## src/rtl/frx_pkg.sv

```systemverilog
package frx_pkg;

	localparam int unsigned FRX_REGION_BYTES = 131072;

	localparam logic [31:0] CRC_POLY   = 32'hEDB8_8320;
	localparam logic [31:0] CRC_INIT   = 32'hFFFF_FFFF;
	localparam logic [15:0] CHUNK_NONE = 16'hFFFF;

	// register select, taken from paddr[2]
	localparam logic REG_BASE   = 1'b0;
	localparam logic REG_MARKER = 1'b1;

	typedef enum logic [2:0] {
		CMD_START  = 3'd0,
		CMD_HEADER = 3'd1,
		CMD_BYTE   = 3'd2,
		CMD_END    = 3'd3,
		CMD_ABORT  = 3'd4
	} cmd_t;

	typedef enum logic [1:0] {
		PH_IDLE = 2'd0,
		PH_RECV = 2'd1,
		PH_DONE = 2'd2,
		PH_ERR  = 2'd3
	} phase_t;

	typedef struct packed {
		cmd_t        command;
		logic [31:0] image_size;
		logic [31:0] expected_check;
		logic [15:0] chunk_number;
		logic [7:0]  chunk_length;
		logic [7:0]  data_byte;
	} item_t;

	typedef struct packed {
		logic        accepted;
		phase_t      phase;
		logic        erase_request;
		logic        write_valid;
		logic        write_is_word;
		logic [31:0] write_address;
		logic [31:0] write_value;
		logic        reset_request;
	} result_t;

	// reflected CRC-32, one byte
	function automatic logic [31:0] crc_byte(input logic [31:0] c, input logic [7:0] b);
		logic [31:0] x;
		x = c ^ {24'd0, b};
		for (int k = 0; k < 8; k++) begin
			x = x[0] ? ((x >> 1) ^ CRC_POLY) : (x >> 1);
		end
		return x;
	endfunction

endpackage

```

## src/rtl/firmware_update_receiver.sv

```systemverilog
// Firmware update receiver. Items come in on the s_ side (command in s_tuser), one result per
// item leaves on the m_ side. An item is taken every cycle while results drain; an item is
// held in the input register, then its result in the result register that drives m_tvalid,
// and a stalled m_ side keeps the item waiting in the input register. The whole state update,
// including one byte of CRC-32, is combinational between the two registers. Program
// region_base and pending_marker over APB before sending start.
module firmware_update_receiver
	import frx_pkg::*;
#(
	parameter int unsigned REGION_BYTES = FRX_REGION_BYTES
) (
	input  logic        clk,
	input  logic        arst_n,
	input  logic        s_tvalid,
	output logic        s_tready,
	// image_size[31:0], expected_check[63:32], chunk_number[79:64],
	// chunk_length[87:80], data_byte[95:88]
	input  logic [95:0] s_tdata,
	// command[2:0]
	input  logic [2:0]  s_tuser,
	output logic        m_tvalid,
	input  logic        m_tready,
	// accepted[0], phase[2:1], erase_request[3], write_valid[4],
	// write_address[36:5], write_value[68:37], reset_request[69], zero[71:70]
	output logic [71:0] m_tdata,
	// write_is_word[0]
	output logic [0:0]  m_tuser,
	input  logic        psel,
	input  logic        penable,
	input  logic        pwrite,
	input  logic [2:0]  paddr,
	input  logic [31:0] pwdata,
	output logic [31:0] prdata,
	output logic        pready
);

	logic [31:0] region_base_q;
	logic [31:0] pending_marker_q;
	item_t       in_item;
	item_t       item_s1;
	logic        valid_s1;
	logic        out_free;
	logic        step;
	result_t     core_result;
	result_t     out_result;

	assign pready = 1'b1;
	assign prdata = (paddr[2] == REG_MARKER) ? pending_marker_q : region_base_q;

	always_ff @(posedge clk or negedge arst_n) begin
		if (!arst_n) begin
			region_base_q    <= '0;
			pending_marker_q <= '0;
		end else if (psel && penable && pwrite) begin
			case (paddr[2])
				REG_BASE:   region_base_q    <= pwdata;
				REG_MARKER: pending_marker_q <= pwdata;
				default: begin
				end
			endcase
		end
	end

	assign in_item.command        = cmd_t'(s_tuser);
	assign in_item.image_size     = s_tdata[31:0];
	assign in_item.expected_check = s_tdata[63:32];
	assign in_item.chunk_number   = s_tdata[79:64];
	assign in_item.chunk_length   = s_tdata[87:80];
	assign in_item.data_byte      = s_tdata[95:88];

	assign step = valid_s1 && out_free;

	frx_in_stage u_in (
		.clk          (clk),
		.arst_n       (arst_n),
		.in_valid     (s_tvalid),
		.in_ready     (s_tready),
		.in_item      (in_item),
		.step         (step),
		.item_valid_s1(valid_s1),
		.item_s1      (item_s1)
	);

	frx_core #(
		.REGION_BYTES(REGION_BYTES)
	) u_core (
		.clk           (clk),
		.arst_n        (arst_n),
		.step          (step),
		.item          (item_s1),
		.region_base   (region_base_q),
		.pending_marker(pending_marker_q),
		.result        (core_result)
	);

	frx_out_stage u_out (
		.clk        (clk),
		.arst_n     (arst_n),
		.load_valid (valid_s1),
		.load_result(core_result),
		.out_free   (out_free),
		.out_valid  (m_tvalid),
		.out_ready  (m_tready),
		.out_result (out_result)
	);

	assign m_tdata = {2'b00, out_result.reset_request, out_result.write_value,
		out_result.write_address, out_result.write_valid, out_result.erase_request,
		out_result.phase, out_result.accepted};
	assign m_tuser = out_result.write_is_word;

endmodule

```

## src/rtl/frx_in_stage.sv

```systemverilog
module frx_in_stage
	import frx_pkg::*;
(
	input  logic  clk,
	input  logic  arst_n,
	input  logic  in_valid,
	output logic  in_ready,
	input  item_t in_item,
	input  logic  step,
	output logic  item_valid_s1,
	output item_t item_s1
);

	logic valid_s1;

	assign in_ready      = !valid_s1 || step;
	assign item_valid_s1 = valid_s1;

	always_ff @(posedge clk or negedge arst_n) begin
		if (!arst_n) begin
			valid_s1 <= 1'b0;
		end else if (in_ready) begin
			valid_s1 <= in_valid;
		end
	end

	always_ff @(posedge clk) begin
		if (in_ready && in_valid) begin
			item_s1 <= in_item;
		end
	end

endmodule

```

## src/rtl/frx_core.sv

```systemverilog
module frx_core
	import frx_pkg::*;
#(
	parameter int unsigned REGION_BYTES = FRX_REGION_BYTES
) (
	input  logic        clk,
	input  logic        arst_n,
	input  logic        step,
	input  item_t       item,
	input  logic [31:0] region_base,
	input  logic [31:0] pending_marker,
	output result_t     result
);

	localparam int unsigned CNT_W = $clog2(REGION_BYTES + 1);
	localparam int unsigned SUM_W = ((CNT_W > 8) ? CNT_W : 8) + 1;
	localparam logic [31:0] REGION_SIZE = 32'(REGION_BYTES);
	localparam logic [SUM_W-1:0] REGION_LIM = SUM_W'(REGION_BYTES);
	localparam logic [31:0] MARKER_OFS = 32'(REGION_BYTES - 4);

	phase_t           phase_q, phase_d;
	logic [CNT_W-1:0] bytes_q, bytes_d;
	logic [15:0]      last_q, last_d;
	logic [31:0]      crc_q, crc_d;
	logic [31:0]      exp_q, exp_d;
	logic [7:0]       left_q, left_d;
	logic             skip_q, skip_d;
	logic [SUM_W-1:0] sum;

	assign sum = SUM_W'(bytes_q) + SUM_W'(item.chunk_length);

	always_comb begin
		phase_d = phase_q;
		bytes_d = bytes_q;
		last_d  = last_q;
		crc_d   = crc_q;
		exp_d   = exp_q;
		left_d  = left_q;
		skip_d  = skip_q;
		result  = '0;
		case (item.command)
			CMD_START: begin
				exp_d  = item.expected_check;
				bytes_d = '0;
				last_d = CHUNK_NONE;
				crc_d  = CRC_INIT;
				left_d = '0;
				skip_d = 1'b0;
				if (item.image_size > REGION_SIZE) begin
					phase_d = PH_ERR;
				end else begin
					phase_d = PH_RECV;
					result.erase_request = 1'b1;
					result.accepted = 1'b1;
				end
			end
			CMD_HEADER: begin
				if (phase_q == PH_RECV) begin
					if (item.chunk_number == last_q) begin
						skip_d = 1'b1;
						left_d = item.chunk_length;
						result.accepted = 1'b1;
					end else if (sum > REGION_LIM) begin
						phase_d = PH_ERR;
						left_d  = '0;
						skip_d  = 1'b0;
					end else begin
						skip_d = 1'b0;
						left_d = item.chunk_length;
						last_d = item.chunk_number;
						result.accepted = 1'b1;
					end
				end
			end
			CMD_BYTE: begin
				if (phase_q == PH_RECV && left_q != '0) begin
					left_d = left_q - 8'd1;
					result.accepted = 1'b1;
					if (!skip_q) begin
						result.write_valid   = 1'b1;
						result.write_address = region_base + 32'(bytes_q);
						result.write_value   = {24'd0, item.data_byte};
						crc_d   = crc_byte(crc_q, item.data_byte);
						bytes_d = bytes_q + CNT_W'(1);
					end
				end
			end
			CMD_END: begin
				if (phase_q == PH_RECV) begin
					left_d = '0;
					skip_d = 1'b0;
					if (~crc_q != exp_q) begin
						phase_d = PH_ERR;
					end else begin
						phase_d = PH_DONE;
						result.write_valid   = 1'b1;
						result.write_is_word = 1'b1;
						result.write_address = region_base + MARKER_OFS;
						result.write_value   = pending_marker;
						result.reset_request = 1'b1;
						result.accepted      = 1'b1;
					end
				end
			end
			CMD_ABORT: begin
				phase_d = PH_IDLE;
				bytes_d = '0;
				left_d  = '0;
				skip_d  = 1'b0;
				result.accepted = 1'b1;
			end
			default: begin
			end
		endcase
		result.phase = phase_d;
	end

	always_ff @(posedge clk or negedge arst_n) begin
		if (!arst_n) begin
			phase_q <= PH_IDLE;
			bytes_q <= '0;
			last_q  <= '0;
			crc_q   <= CRC_INIT;
			exp_q   <= '0;
			left_q  <= '0;
			skip_q  <= 1'b0;
		end else if (step) begin
			phase_q <= phase_d;
			bytes_q <= bytes_d;
			last_q  <= last_d;
			crc_q   <= crc_d;
			exp_q   <= exp_d;
			left_q  <= left_d;
			skip_q  <= skip_d;
		end
	end

endmodule

```

## src/rtl/frx_out_stage.sv

```systemverilog
module frx_out_stage
	import frx_pkg::*;
(
	input  logic    clk,
	input  logic    arst_n,
	input  logic    load_valid,
	input  result_t load_result,
	output logic    out_free,
	output logic    out_valid,
	input  logic    out_ready,
	output result_t out_result
);

	logic    valid_q;
	result_t result_q;

	assign out_free   = !valid_q || out_ready;
	assign out_valid  = valid_q;
	assign out_result = result_q;

	always_ff @(posedge clk or negedge arst_n) begin
		if (!arst_n) begin
			valid_q <= 1'b0;
		end else if (out_free) begin
			valid_q <= load_valid;
		end
	end

	always_ff @(posedge clk) begin
		if (out_free && load_valid) begin
			result_q <= load_result;
		end
	end

endmodule

```

## config.mk

```make
export PLATFORM = sky130hd
export DESIGN_NAME = firmware_update_receiver
export DESIGN_NICKNAME = d
export VERILOG_FILES = /design/src/rtl/frx_pkg.sv /design/src/rtl/firmware_update_receiver.sv /design/src/rtl/frx_in_stage.sv /design/src/rtl/frx_core.sv /design/src/rtl/frx_out_stage.sv
export SDC_FILE = /design/constraint.sdc
export NUM_CORES = 1
export LEC_CHECK = 0
export ABC_AREA = 1
export BUFFER_PORTS_ARGS = -buffer_cell sky130_fd_sc_hd__buf_2
export CELL_PAD_IN_SITES_DETAIL_PLACEMENT = 1
export CELL_PAD_IN_SITES_GLOBAL_PLACEMENT = 1
export CORE_MARGIN = 2
export CORE_UTILIZATION = 40
export CTS_CLUSTER_SIZE = 28
export DETAILED_ROUTE_END_ITERATION = 10
export GPL_ROUTABILITY_DRIVEN = 0
export PLACE_DENSITY = 0.83
export SETUP_SLACK_MARGIN = 0.02
export SLEW_MARGIN = 40
export SYNTH_ARGS = -nofsm -noshare
export SYNTH_HDL_FRONTEND = slang
export SYNTH_SLANG_ARGS = --single-unit
```

## constraint.sdc

```tcl
create_clock -name clk -period 5.5 [get_ports clk]
set_clock_uncertainty 0.1 [all_clocks]
set_input_delay 0 -clock clk [delete_from_list [all_inputs] [get_ports clk]]
set_output_delay 0 -clock clk [all_outputs]
set_load 0.01 [all_outputs]
```

==> flow_metrics.py, run 1 <==
metrics = {
    "outcome": {
        "result_of_the_run": "completed",
    },
    "setup_path": {
        "regToRegEndpoint": "u_out.out_result[48]",
        "crit_path_cell_trace": "nor2_1 -> nor2_1 -> nand4_1 -> nor2_1 -> nand4_1 -> nor4_1 -> nand2_1 -> inv_1 -> o21ai_0 -> o21bai_1",
        "critPathSlowestCell": "sky130_fd_sc_hd__inv_1",
        "internal_reg_to_reg_setup_slack_ns": 1.60,
        "critical_path_required_ns": 5.81,
        "crit_path_max_fanout": 14,
        "worst_path_most_repeated_cell": "sky130_fd_sc_hd__nor2_1",
        "arrival_time_of_data_at_the_critical_path_endpoint_ns": 4.21,
        "worstSetupPathType": "reg -> reg",
        "crit_path_start_kind": "flop",
        "cpPeakStageDelay_ns": 0.72,
        "reg2regPathDepth": 10,
        "critPathCaptureType": "flop",
        "regToRegStartpoint": "u_core.crc_q[23]",
    },
    "die": {
        "ioPinCount": 249,
        "dieArea_mm2": 0.0463,
        "die_w_um": 215,
        "coreArea_mm2": 0.0441,
        "initial_utilization_pct": 40.4,
        "number_of_placement_rows": 77,
        "chipHeight_um": 215,
    },
    "sta": {
        "post_layout_minimum_cycle_time_ns": 3.90,
        "grt_setup_unrepaired": "no",
        "report.final.slew_viol_count": 0,
        "setup-tns-final_ns": 0,
        "worst_slack_ns": 1.60,
        "slew_headroom_pct": 44.5,
        "tightest_slew_ns": 0.825,
        "fin_crit_sh_pct": 70.9,
        "fmax_mhz": 256,
        "report.final.hold_viol_count": 0,
        "finalSetupViolations": 0,
    },
    "final_layout": {
        "number_of_nets_in_the_final_layout": 2487,
        "area_delta_synth_final_pct": 25.7,
        "final_cell_mix": "408 x sky130_fd_sc_hd__nand2_1, 242 x sky130_fd_sc_hd__buf_2, 227 x sky130_fd_sc_hd__inv_1, 184 x sky130_fd_sc_hd__o21ai_0, 169 x sky130_fd_sc_hd__edfxtp_1",
        "mostFrequentLayoutCell": "sky130_fd_sc_hd__nand2_1",
        "drive_above_1_share_pct": 19.9,
        "num_antenna_cells": 0,
        "postLayoutCellArea_mm2": 0.0224,
    },
    "power": {
        "power_per_cell_area_mw_per_mm2": 421,
        "static-leakage-power_nw": 10.2,
        "peakVddDrop_mv": 0.289,
    },
    "routing": {
        "vias": 15600,
        "drt.antenna.violating_nets": 0,
        "wl_per_cell_um": 20.2,
        "drc": 0,
        "route.final.wire_length_mm": 59.2,
        "via_per_inst": 5.31,
        "dr.first_iter.drc_count": 1003,
        "drt_pre_antenna_iters": 5,
    },
    "global_route": {
        "grt.overflow.total": 0,
        "grt.total_usage_pct": 25.5,
        "grt_pass1_wl_mm": 92.6,
        "number_of_global_route_vias_before_repair": 16900,
        "maximum_number_of_pins_on_one_net_before_global_route_repair": 104,
        "grt_antenna_before_repair": 0,
    },
    "cts": {
        "cts_setup_buffers": 0,
        "cts.htree.levels": 2,
        "post_cts_hold_buffer_count": 135,
        "tritoncts_num_sinks": 344,
        "clk_pin_slew_worst_paths_ns": 0.06,
        "clk_root_buffer_cell": "sky130_fd_sc_hd__clkbuf_16",
        "clk_latency_ns": 0.57,
        "tritoncts": "yes",
        "postCtsResizedCells": 0,
        "tritoncts.num_buffers": 39,
        "clockBufferDepth": 3,
    },
    "synth": {
        "post_synth_instance_area_mm2": 0.0178,
        "ys_ff_latch": 344,
        "synth_edf_count": 169,
        "syn_avg_cell_area_um2": 9.19,
        "synth_sequential_area_ratio_pct": 53.3,
        "synth-async-reset-ratio_pct": 50.9,
        "synthFlopType": "sky130_fd_sc_hd__edfxtp_1",
        "synthCells": 1940,
        "synth_cell_type_count": 61,
        "yosysWarningCount": 0,
    },
    "placement": {
        "place_area_mm2": 0.0197,
        "dp_worst_setup_slack_ns": 1.80,
        "hpwlAfterDp_mm": 39.1,
        "numPortBuffers": 243,
    },
    "flow_run": {
        "maxCapViolations": 0,
    },
    "hold_path": {
        "min-delay-path-class": "in -> async",
    },
}
sequential cells by signal, indices dropped and copies added, names as in the netlist, 2 cells and up:
| signal | count |
|---|---|
| u_core.bytes_q | 18 |
| u_core.left_q | 8 |
| u_core.crc_q | 32 |
| u_in.item_s1 | 99 |
| pending_marker_q | 32 |
| u_core.last_q | 16 |
| u_out.out_result | 70 |
| region_base_q | 32 |
| u_core.phase_q | 2 |
| u_core.exp_q | 32 |
where the power goes:
| group | internal [mW] | switching [mW] | total [mW] |
|---|---|---|---|
| clock network | 1.69 | 1.13 | 2.82 |
| registers | 3.34 | 0.555 | 3.89 |
| logic | 1.02 | 1.69 | 2.71 |
worst max-delay path by stage:
stage | startpoint | endpoint | slack [ns] | depth (start not counted)
6_report | u_core.crc_q[23] | u_out.out_result[48] | 1.60 | 10
2_1_floorplan | u_out.out_valid | u_core.left_q[6] | 2.03 | 9
3_5_place_dp | u_core.bytes_q[0] | u_core.last_q[14] | 1.80 | 21
5_1_grt | u_core.crc_q[30] | u_out.out_result[48] | 1.49 | 9
3_3_place_gp | u_core.crc_q[10] | u_out.out_result[55] | 1.92 | 9
4_1_cts | u_core.crc_q[30] | u_out.out_result[48] | 1.73 | 9
synth_stat cells (7+ instances only):
| master | instances | share of area (%) |
|---|---|---|
| sky130_fd_sc_hd__nand3b_1 | 7 | 0.29 |
| sky130_fd_sc_hd__nand4_1 | 32 | 1.1 |
| sky130_fd_sc_hd__o21ai_2 | 16 | 0.79 |
| sky130_fd_sc_hd__nor2_1 | 150 | 3.2 |
| sky130_fd_sc_hd__dfrtp_1 | 143 | 20 |
| sky130_fd_sc_hd__nand3_1 | 72 | 2.0 |
| sky130_fd_sc_hd__inv_1 | 229 | 4.8 |
| sky130_fd_sc_hd__o21ai_1 | 7 | 0.20 |
| sky130_fd_sc_hd__or2_2 | 9 | 0.32 |
| sky130_fd_sc_hd__a31oi_1 | 10 | 0.35 |
| sky130_fd_sc_hd__dfstp_2 | 32 | 4.7 |
| sky130_fd_sc_hd__clkbuf_1 | 34 | 0.72 |
| sky130_fd_sc_hd__nand2_2 | 19 | 0.67 |
| sky130_fd_sc_hd__nor3_1 | 27 | 0.76 |
| sky130_fd_sc_hd__nor4_1 | 18 | 0.63 |
| sky130_fd_sc_hd__edfxtp_1 | 169 | 28 |
| sky130_fd_sc_hd__o21ai_0 | 184 | 5.2 |
| sky130_fd_sc_hd__nand2_1 | 410 | 8.6 |
| sky130_fd_sc_hd__mux2_2 | 31 | 2.0 |
| sky130_fd_sc_hd__o31ai_1 | 8 | 0.34 |
| sky130_fd_sc_hd__ha_1 | 30 | 2.1 |
| sky130_fd_sc_hd__a21oi_1 | 79 | 2.2 |
| sky130_fd_sc_hd__inv_2 | 9 | 0.19 |
| sky130_fd_sc_hd__o22ai_1 | 9 | 0.32 |
| sky130_fd_sc_hd__a22oi_1 | 8 | 0.34 |
| sky130_fd_sc_hd__xor2_1 | 77 | 3.8 |
| sky130_fd_sc_hd__xnor2_1 | 25 | 1.2 |
metal layers:
layer | part of all wire [%] | up-vias | GRT usage [%]
met3 | 5.4 | 115 | 4.70
met2 | 51 | 470 | 45.8
met4 | 2.9 | 0 | 8.41
met5 | 0 | - | 0
li1 | - | 7221 | -
met1 | 41 | 7775 | 30.8
worst max-delay path, delay by kind of cell, from the launching register on:
kind	cells	cell delay, ns
compound gates	2	0.42
flops	1	0.61
buf+inv	1	0.72
simple gates	7	1.89
cell type report:
| class | count | area (um2) |
|---|---|---|
| multi-input cells | 1301 | 7220 |
| repair buffers | 384 | 2650 |
| clock inverters | 23 | 332 |
| inverters | 244 | 927 |
| flip-flops and latches | 344 | 9490 |
| well taps | 592 | 741 |
| fillers | 5119 | 21700 |
| clock buffers | 49 | 1040 |
cell families (layout without fill, tap and decap cells):
logic type / count (synthesis) / in the layout / share of synthesized area (%)
multiplexers: 31 / 31 / 1.96
buffers and inverters: 296 / 700 / 6.53
AO/OA/AOI/OAI: 350 / 350 / 11.1
adder cells (fa/ha/maj): 32 / 32 / 2.33
flip-flops: 344 / 344 / 53.3
XOR/XNOR: 102 / 102 / 5.01
AND/OR/NAND/NOR: 783 / 783 / 19.8
other: 2 / 3 / 0.0421
through the flow:
stage          power (mW)  hold WS [ns]  cells  utilization [%]
4_1_cts              9.37        0.0107   2937             50.8
6_report             9.43        0.0389   2937             50.8
3_3_place_gp         6.27       -0.0593   2730             44.5
5_1_grt              9.92        0.0295   2937             50.8
2_1_floorplan        5.56        -0.396   1941                -
3_5_place_dp         6.46       -0.0510   2730             44.6
(Power assumes the default switching activity.)
==> run 2: changes to the inputs <==
--- a/config.mk
+++ b/config.mk
@@ -14,7 +14,7 @@
 export CTS_CLUSTER_SIZE = 28
 export DETAILED_ROUTE_END_ITERATION = 10
 export GPL_ROUTABILITY_DRIVEN = 0
-export PLACE_DENSITY = 0.83
+export PLACE_DENSITY = 0.86
 export SETUP_SLACK_MARGIN = 0.02
 export SLEW_MARGIN = 40
 export SYNTH_ARGS = -nofsm -noshare
==> constraint.sdc (replaced) <==
create_clock -name clk -period 3.2 [get_ports clk]
set_clock_uncertainty 0.1 [all_clocks]
set_input_delay 0 -clock clk [delete_from_list [all_inputs] [get_ports clk]]
set_output_delay 0 -clock clk [all_outputs]
set_load 0.01 [all_outputs]
==> flow_metrics.py, run 2 (synthesis results as in run 1) <==
metrics = {
    "power": {
        "static-leakage-power_nw": 10.4,
        "total_power_mw": 16.4,
        "peakVddDrop_mv": 0.479,
        "power_per_cell_area_mw_per_mm2": 719,
    },
    "hold_path": {
        "min-delay-start": "s_tdata[25]",
        "min_to": "u_in.item_s1[89]",
        "worst_hold_path.num_cells": 2,
        "min-delay-path-class": "in -> reg",
    },
    "cts": {
        "clk_latency_ns": 0.57,
        "tritoncts.num_buffers": 39,
        "clk_pin_slew_worst_paths_ns": 0.06,
        "clk_root_buffer_cell": "sky130_fd_sc_hd__clkbuf_16",
        "cts.htree.levels": 2,
        "clockBufferDepth": 3,
        "tritoncts_num_sinks": 344,
        "tritoncts": "yes",
    },
    "final_layout": {
        "mostFrequentLayoutCell": "sky130_fd_sc_hd__nand2_1",
        "num_antenna_cells": 0,
        "number_of_nets_in_the_final_layout": 2522,
        "final_cells": 2972,
        "drive_above_1_share_pct": 21.7,
        "share_of_the_core_filled_with_cells_in_the_final_layout_pct": 51.7,
        "register_with_the_most_flip_flops": "u_in.item_s1",
        "register_area_mm2": 0.00950,
        "area_delta_synth_final_pct": 27.9,
        "multi_input_area_mm2": 0.00727,
        "largest_reg_flops": 99,
        "postLayoutCellArea_mm2": 0.0228,
        "layout_filler_cell_count": 5056,
        "final_cell_mix": "406 x sky130_fd_sc_hd__nand2_1, 242 x sky130_fd_sc_hd__buf_2, 227 x sky130_fd_sc_hd__inv_1, 184 x sky130_fd_sc_hd__o21ai_0, 169 x sky130_fd_sc_hd__edfxtp_1",
    },
    "sta": {
        "fin_crit_sh_pct": 95.3,
        "grt_setup_unrepaired": "yes",
        "post_layout_minimum_cycle_time_ns": 3.05,
        "tightest_slew_ns": 0.780,
        "worst_slack_ns": 0.150,
        "slew_headroom_pct": 48.0,
        "finalSetupViolations": 0,
        "report.final.slew_viol_count": 0,
        "report.final.hold_viol_count": 0,
        "fmax_mhz": 328,
    },
    "flow_run": {
        "maxCapViolations": 0,
    },
    "global_route": {
        "grt.total_usage_pct": 26.0,
        "number_of_global_route_vias_before_repair": 17200,
        "maximum_number_of_pins_on_one_net_before_global_route_repair": 67,
        "grt_pass1_wl_mm": 95.0,
        "grt_antenna_before_repair": 0,
        "grt.overflow.total": 0,
    },
    "placement": {
        "numPortBuffers": 243,
        "dp_worst_setup_slack_ns": 0.104,
        "place_area_mm2": 0.0198,
        "hpwlAfterDp_mm": 40.0,
        "post-place-cells": 2754,
    },
    "setup_path": {
        "regToRegStartpoint": "u_in.item_s1[8]",
        "arrival_time_of_data_at_the_critical_path_endpoint_ns": 3.40,
        "internal_reg_to_reg_setup_slack_ns": 0.15,
        "crit_path_max_fanout": 8,
        "worst_path_most_repeated_cell": "sky130_fd_sc_hd__nand2_1",
        "reg2regPathDepth": 22,
        "critPathCaptureType": "flop",
        "cpPeakStageDelay_ns": 0.41,
        "worstSetupPathType": "reg -> reg",
        "critical_path_required_ns": 3.55,
        "regToRegEndpoint": "u_core.last_q[8]",
        "critPathSlowestCell": "sky130_fd_sc_hd__edfxtp_1",
        "crit_path_cell_trace": "ha_4 -> inv_1 -> fa_2 -> inv_1 -> nand3_2 -> nand2_2 -> nand2_1 -> nand2_2 -> nand2_1 -> nand2_1 -> nand2_1 -> clkinv_1 -> nand2_1 -> nor2_2 -> nand4_2 -> nand2_1 -> nand3_1 -> nand2_1 -> nand2_4 -> clkbuf_16 -> nand2_2 -> o21ai_2",
        "crit_path_start_kind": "flop",
    },
    "routing": {
        "dr.first_iter.drc_count": 1036,
        "drt_pre_antenna_iters": 5,
        "via_per_inst": 5.36,
        "drc": 0,
        "drt.antenna.violating_nets": 0,
        "vias": 15900,
        "route.final.wire_length_mm": 61.6,
        "wl_per_cell_um": 20.7,
    },
    "die": {
        "coreArea_mm2": 0.0441,
        "dieArea_mm2": 0.0463,
        "ioPinCount": 249,
        "chipHeight_um": 215,
        "number_of_placement_rows": 77,
        "die_w_um": 215,
        "initial_utilization_pct": 40.4,
    },
    "outcome": {
        "result_of_the_run": "completed",
    },
}
## run 2: layout make-up
cell class | instances | area share [%]
Sequential cell | 344 | 41.7
Multi-Input combinational cell | 1301 | 31.9
Timing Repair Buffer | 419 | 13.2
Clock buffer | 48 | 4.61
Inverter | 244 | 4.06
Tap cell | 592 | 3.25
Clock inverter | 24 | 1.30
## run 2: report_power, final
| part | internal [mW] | switching (mW) | total [mW] |
|---|---|---|---|
| clock network | 2.84 | 1.95 | 4.79 |
| logic | 1.88 | 3.01 | 4.89 |
| registers | 5.74 | 0.968 | 6.71 |
| total | 10.5 | 5.92 | 16.4 |
## run 2: what timing repair did
item,in CTS,in global routing
endpoints found under the hold margin,310,0
setup endpoints to repair,4,35
hold buffers,138,0
setup buffers,0,4
resized for setup,1,22
pin swaps,0,2
gates cloned,0,3
## run 2: per-stage QoR
step                      hold slack [ns]  TNS, ns
after floorplan                    -0.396        0
after detailed placement          -0.0275        0
after CTS                          0.0159        0
final                              0.0479        0
after global placement            -0.0364        0
after global routing               0.0476   -0.738
## run 2: worst max-delay path by stage
stage / to / slack [ns] / from / depth (start not counted)
floorplan: u_in.item_s1[0] / 0.05 / u_out.out_valid / 3
global placement: u_core.last_q[13] / 0.20 / u_core.bytes_q[0] / 22
detailed placement: u_core.last_q[15] / 0.10 / u_core.bytes_q[0] / 22
CTS: u_core.last_q[1] / 0.06 / u_core.bytes_q[0] / 20
global route: u_core.last_q[1] / -0.06 / u_in.item_s1[8] / 22
finish: u_core.last_q[8] / 0.15 / u_in.item_s1[8] / 22
## run 2: critical path, delay by kind of cell (launching register included)
family                     cells  cell delay [ns]
AOI/OAI and AO/OA              1             0.05
and+or+nand+nor               15             1.43
DFF                            1             0.41
adders and majority gates      2             0.52
buffers and inverters          4             0.39
## run 2: routing by layer
| metal | up-vias | routed length, um | track usage [%] | share of wire, % |
|---|---|---|---|---|
| met3 | 118 | 2890 | 3.69 | 4.7 |
| met5 | - | 0 | 0 | 0 |
| met1 | 8045 | 25300 | 31.9 | 41 |
| li1 | 7302 | - | - | - |
| met2 | 479 | 31500 | 46.7 | 51 |
| met4 | 0 | 1840 | 9.31 | 3.0 |
==> run 3: changes to the inputs <==
--- a/config.mk
+++ b/config.mk
@@ -10,11 +10,11 @@
 export CELL_PAD_IN_SITES_DETAIL_PLACEMENT = 1
 export CELL_PAD_IN_SITES_GLOBAL_PLACEMENT = 1
 export CORE_MARGIN = 2
-export CORE_UTILIZATION = 40
+export CORE_UTILIZATION = 25
 export CTS_CLUSTER_SIZE = 28
 export DETAILED_ROUTE_END_ITERATION = 10
 export GPL_ROUTABILITY_DRIVEN = 0
-export PLACE_DENSITY = 0.86
+export PLACE_DENSITY = 0.61
 export SETUP_SLACK_MARGIN = 0.02
 export SLEW_MARGIN = 40
 export SYNTH_ARGS = -nofsm -noshare
==> flow_metrics.py, run 3 (synthesis results as in run 1) <==
metrics = {
    "final_layout": {
        "final_cell_mix": "406 x sky130_fd_sc_hd__nand2_1, 242 x sky130_fd_sc_hd__buf_2, 226 x sky130_fd_sc_hd__inv_1, 182 x sky130_fd_sc_hd__o21ai_0, 169 x sky130_fd_sc_hd__edfxtp_1",
        "number_of_nets_in_the_final_layout": 2531,
        "share_of_the_core_filled_with_cells_in_the_final_layout_pct": 33.1,
        "mostFrequentLayoutCell": "sky130_fd_sc_hd__nand2_1",
        "postLayoutCellArea_mm2": 0.0233,
        "final_cells": 3334,
        "largest_reg_flops": 99,
        "register_with_the_most_flip_flops": "u_in.item_s1",
        "drive_above_1_share_pct": 22.1,
        "area_delta_synth_final_pct": 30.6,
    },
    "setup_path": {
        "crit_path_start_kind": "flop",
        "arrival_time_of_data_at_the_critical_path_endpoint_ns": 3.15,
        "critical_path_required_ns": 3.43,
        "timing.critical_path.max_delay_family": "simple AND/OR/NAND/NOR gates",
        "timing.critical_path.buf_inv": 2,
        "crit_path_max_fanout": 4,
        "crit_path_cell_trace": "ha_1 -> fa_1 -> nand3_1 -> nand3_2 -> nand2_1 -> nand2_1 -> a21oi_1 -> inv_1 -> a21oi_2 -> inv_1 -> nand2_1 -> a21oi_1 -> or2_2 -> nand3_1 -> nand2_1",
        "critPathSlowestCell": "sky130_fd_sc_hd__dfrtp_2",
        "worstSetupPathType": "reg -> reg",
        "worst_path_most_repeated_cell": "sky130_fd_sc_hd__nand2_1",
        "cpPeakStageDelay_ns": 0.44,
        "critPathCaptureType": "flop",
    },
    "global_route": {
        "maximum_number_of_pins_on_one_net_before_global_route_repair": 65,
        "grt_pass1_wl_mm": 92.7,
        "grt.overflow.total": 0,
        "grt.total_usage_pct": 16.1,
        "grt.met1_usage_pct": 20.0,
        "number_of_global_route_vias_before_repair": 16300,
        "grt_antenna_before_repair": 2,
        "use_met3_pct": 3.20,
        "peak_usage_layer_in_the_global_routing_report": "met2",
        "grt.met2_usage_pct": 28.2,
    },
    "outcome": {
        "result_of_the_run": "completed",
    },
    "cts": {
        "clockBufferDepth": 3,
        "cts_setup_buffers": 0,
        "clk_root_buffer_cell": "sky130_fd_sc_hd__clkbuf_16",
        "clk_latency_ns": 0.58,
        "tritoncts.num_buffers": 43,
        "tritoncts": "yes",
        "cts.htree.levels": 2,
        "tritoncts_num_sinks": 344,
        "clk_pin_slew_worst_paths_ns": 0.06,
    },
    "die": {
        "chipHeight_um": 271,
        "initial_utilization_pct": 25.4,
        "ioPinCount": 249,
        "die_w_um": 271,
        "dieArea_mm2": 0.0735,
        "coreArea_mm2": 0.0703,
        "number_of_placement_rows": 97,
    },
    "sta": {
        "slew_headroom_pct": 40.7,
        "fmax_mhz": 343,
        "grt_setup_unrepaired": "no",
        "post_layout_minimum_cycle_time_ns": 2.91,
        "finalSetupViolations": 0,
        "report.final.slew_viol_count": 0,
        "report.final.hold_viol_count": 0,
        "fin_crit_sh_pct": 91.0,
        "tightest_slew_ns": 0.880,
        "setup-tns-final_ns": 0,
    },
    "routing": {
        "via_per_inst": 4.56,
        "drc": 0,
        "dr.first_iter.drc_count": 775,
        "drt_pre_antenna_iters": 4,
        "wl_per_cell_um": 18.0,
        "route.final.wire_length_mm": 60.0,
        "drt.antenna.violating_nets": 0,
        "vias": 15200,
    },
    "power": {
        "static-leakage-power_nw": 10.4,
        "total_power_mw": 16.2,
        "power_per_cell_area_mw_per_mm2": 695,
        "peakVddDrop_mv": 0.428,
    },
    "flow_run": {
        "maxCapViolations": 0,
    },
    "placement": {
        "numPortBuffers": 243,
        "post-place-cells": 3117,
        "hpwlAfterDp_mm": 44.1,
        "place_area_mm2": 0.0204,
    },
    "hold_path": {
        "min-delay-path-class": "in -> reg",
    },
}
## run 3: cell count changes in the layout (fill, tap and decap cells not counted), moves of 3 or more
| cell | change |
|---|---|
| sky130_fd_sc_hd__buf_4 | +10 |
| sky130_fd_sc_hd__bufinv_16 | -3 |
| sky130_fd_sc_hd__clkbuf_1 | +5 |
| sky130_fd_sc_hd__clkinv_1 | +3 |
## run 3: area by class of cell
type	instances	area, um2
diodes	1	2.50
clock buffers	56	1140
clock inverters	24	230
fillers	8176	47000
inverters	244	925
multi-input cells	1301	7310
flip-flops and latches	344	9500
well taps	940	1180
repair buffers	424	3000
## run 3: timing repair
| action | in CTS | in global routing |
|---|---|---|
| setup endpoints to repair | 0 | 36 |
| hold buffers | 136 | 0 |
| hold endpoints to repair | 293 | 0 |
| resized for setup | 0 | 29 |
## run 3: power by group
part	switching (mW)	leakage, nW	total, mW	internal, mW
Sequential	0.904	3.77	6.64	5.74
Clock	2.00	0.663	4.79	2.79
Combinational	2.87	5.98	4.73	1.87
## run 3: routing by layer
metal  wire [um]  vias up
met5           0        -
met4        1330        0
met3        3360       82
met2       29500      331
met1       25800     7469
li1            -     7335
## run 3: path summary, 6_finish.rpt
kind,start,end,slack [ns],depth (start not counted)
setup / recovery,u_core.bytes_q[0],u_out.out_result[57],0.29,15
hold / removal,s_tdata[8],u_in.item_s1[72],0.05,2
setup reg to reg,u_core.bytes_q[0],u_out.out_result[57],0.29,15
hold reg to reg,u_in.item_s1[50],u_core.exp_q[18],0.38,1
max in group asynchronous,arst_n,u_core.crc_q[9],1.98,4
min in group asynchronous,arst_n,u_core.bytes_q[15],0.33,3
## run 3: through the flow
stage	hold slack, ns	setup slack (ns)
floorplan	-0.396	0.0456
global placement	0.00280	0.197
detailed placement	0.00669	0.0678
CTS	0.00345	0.0780
global route	0.0322	0.0438
finish	0.0484	0.287
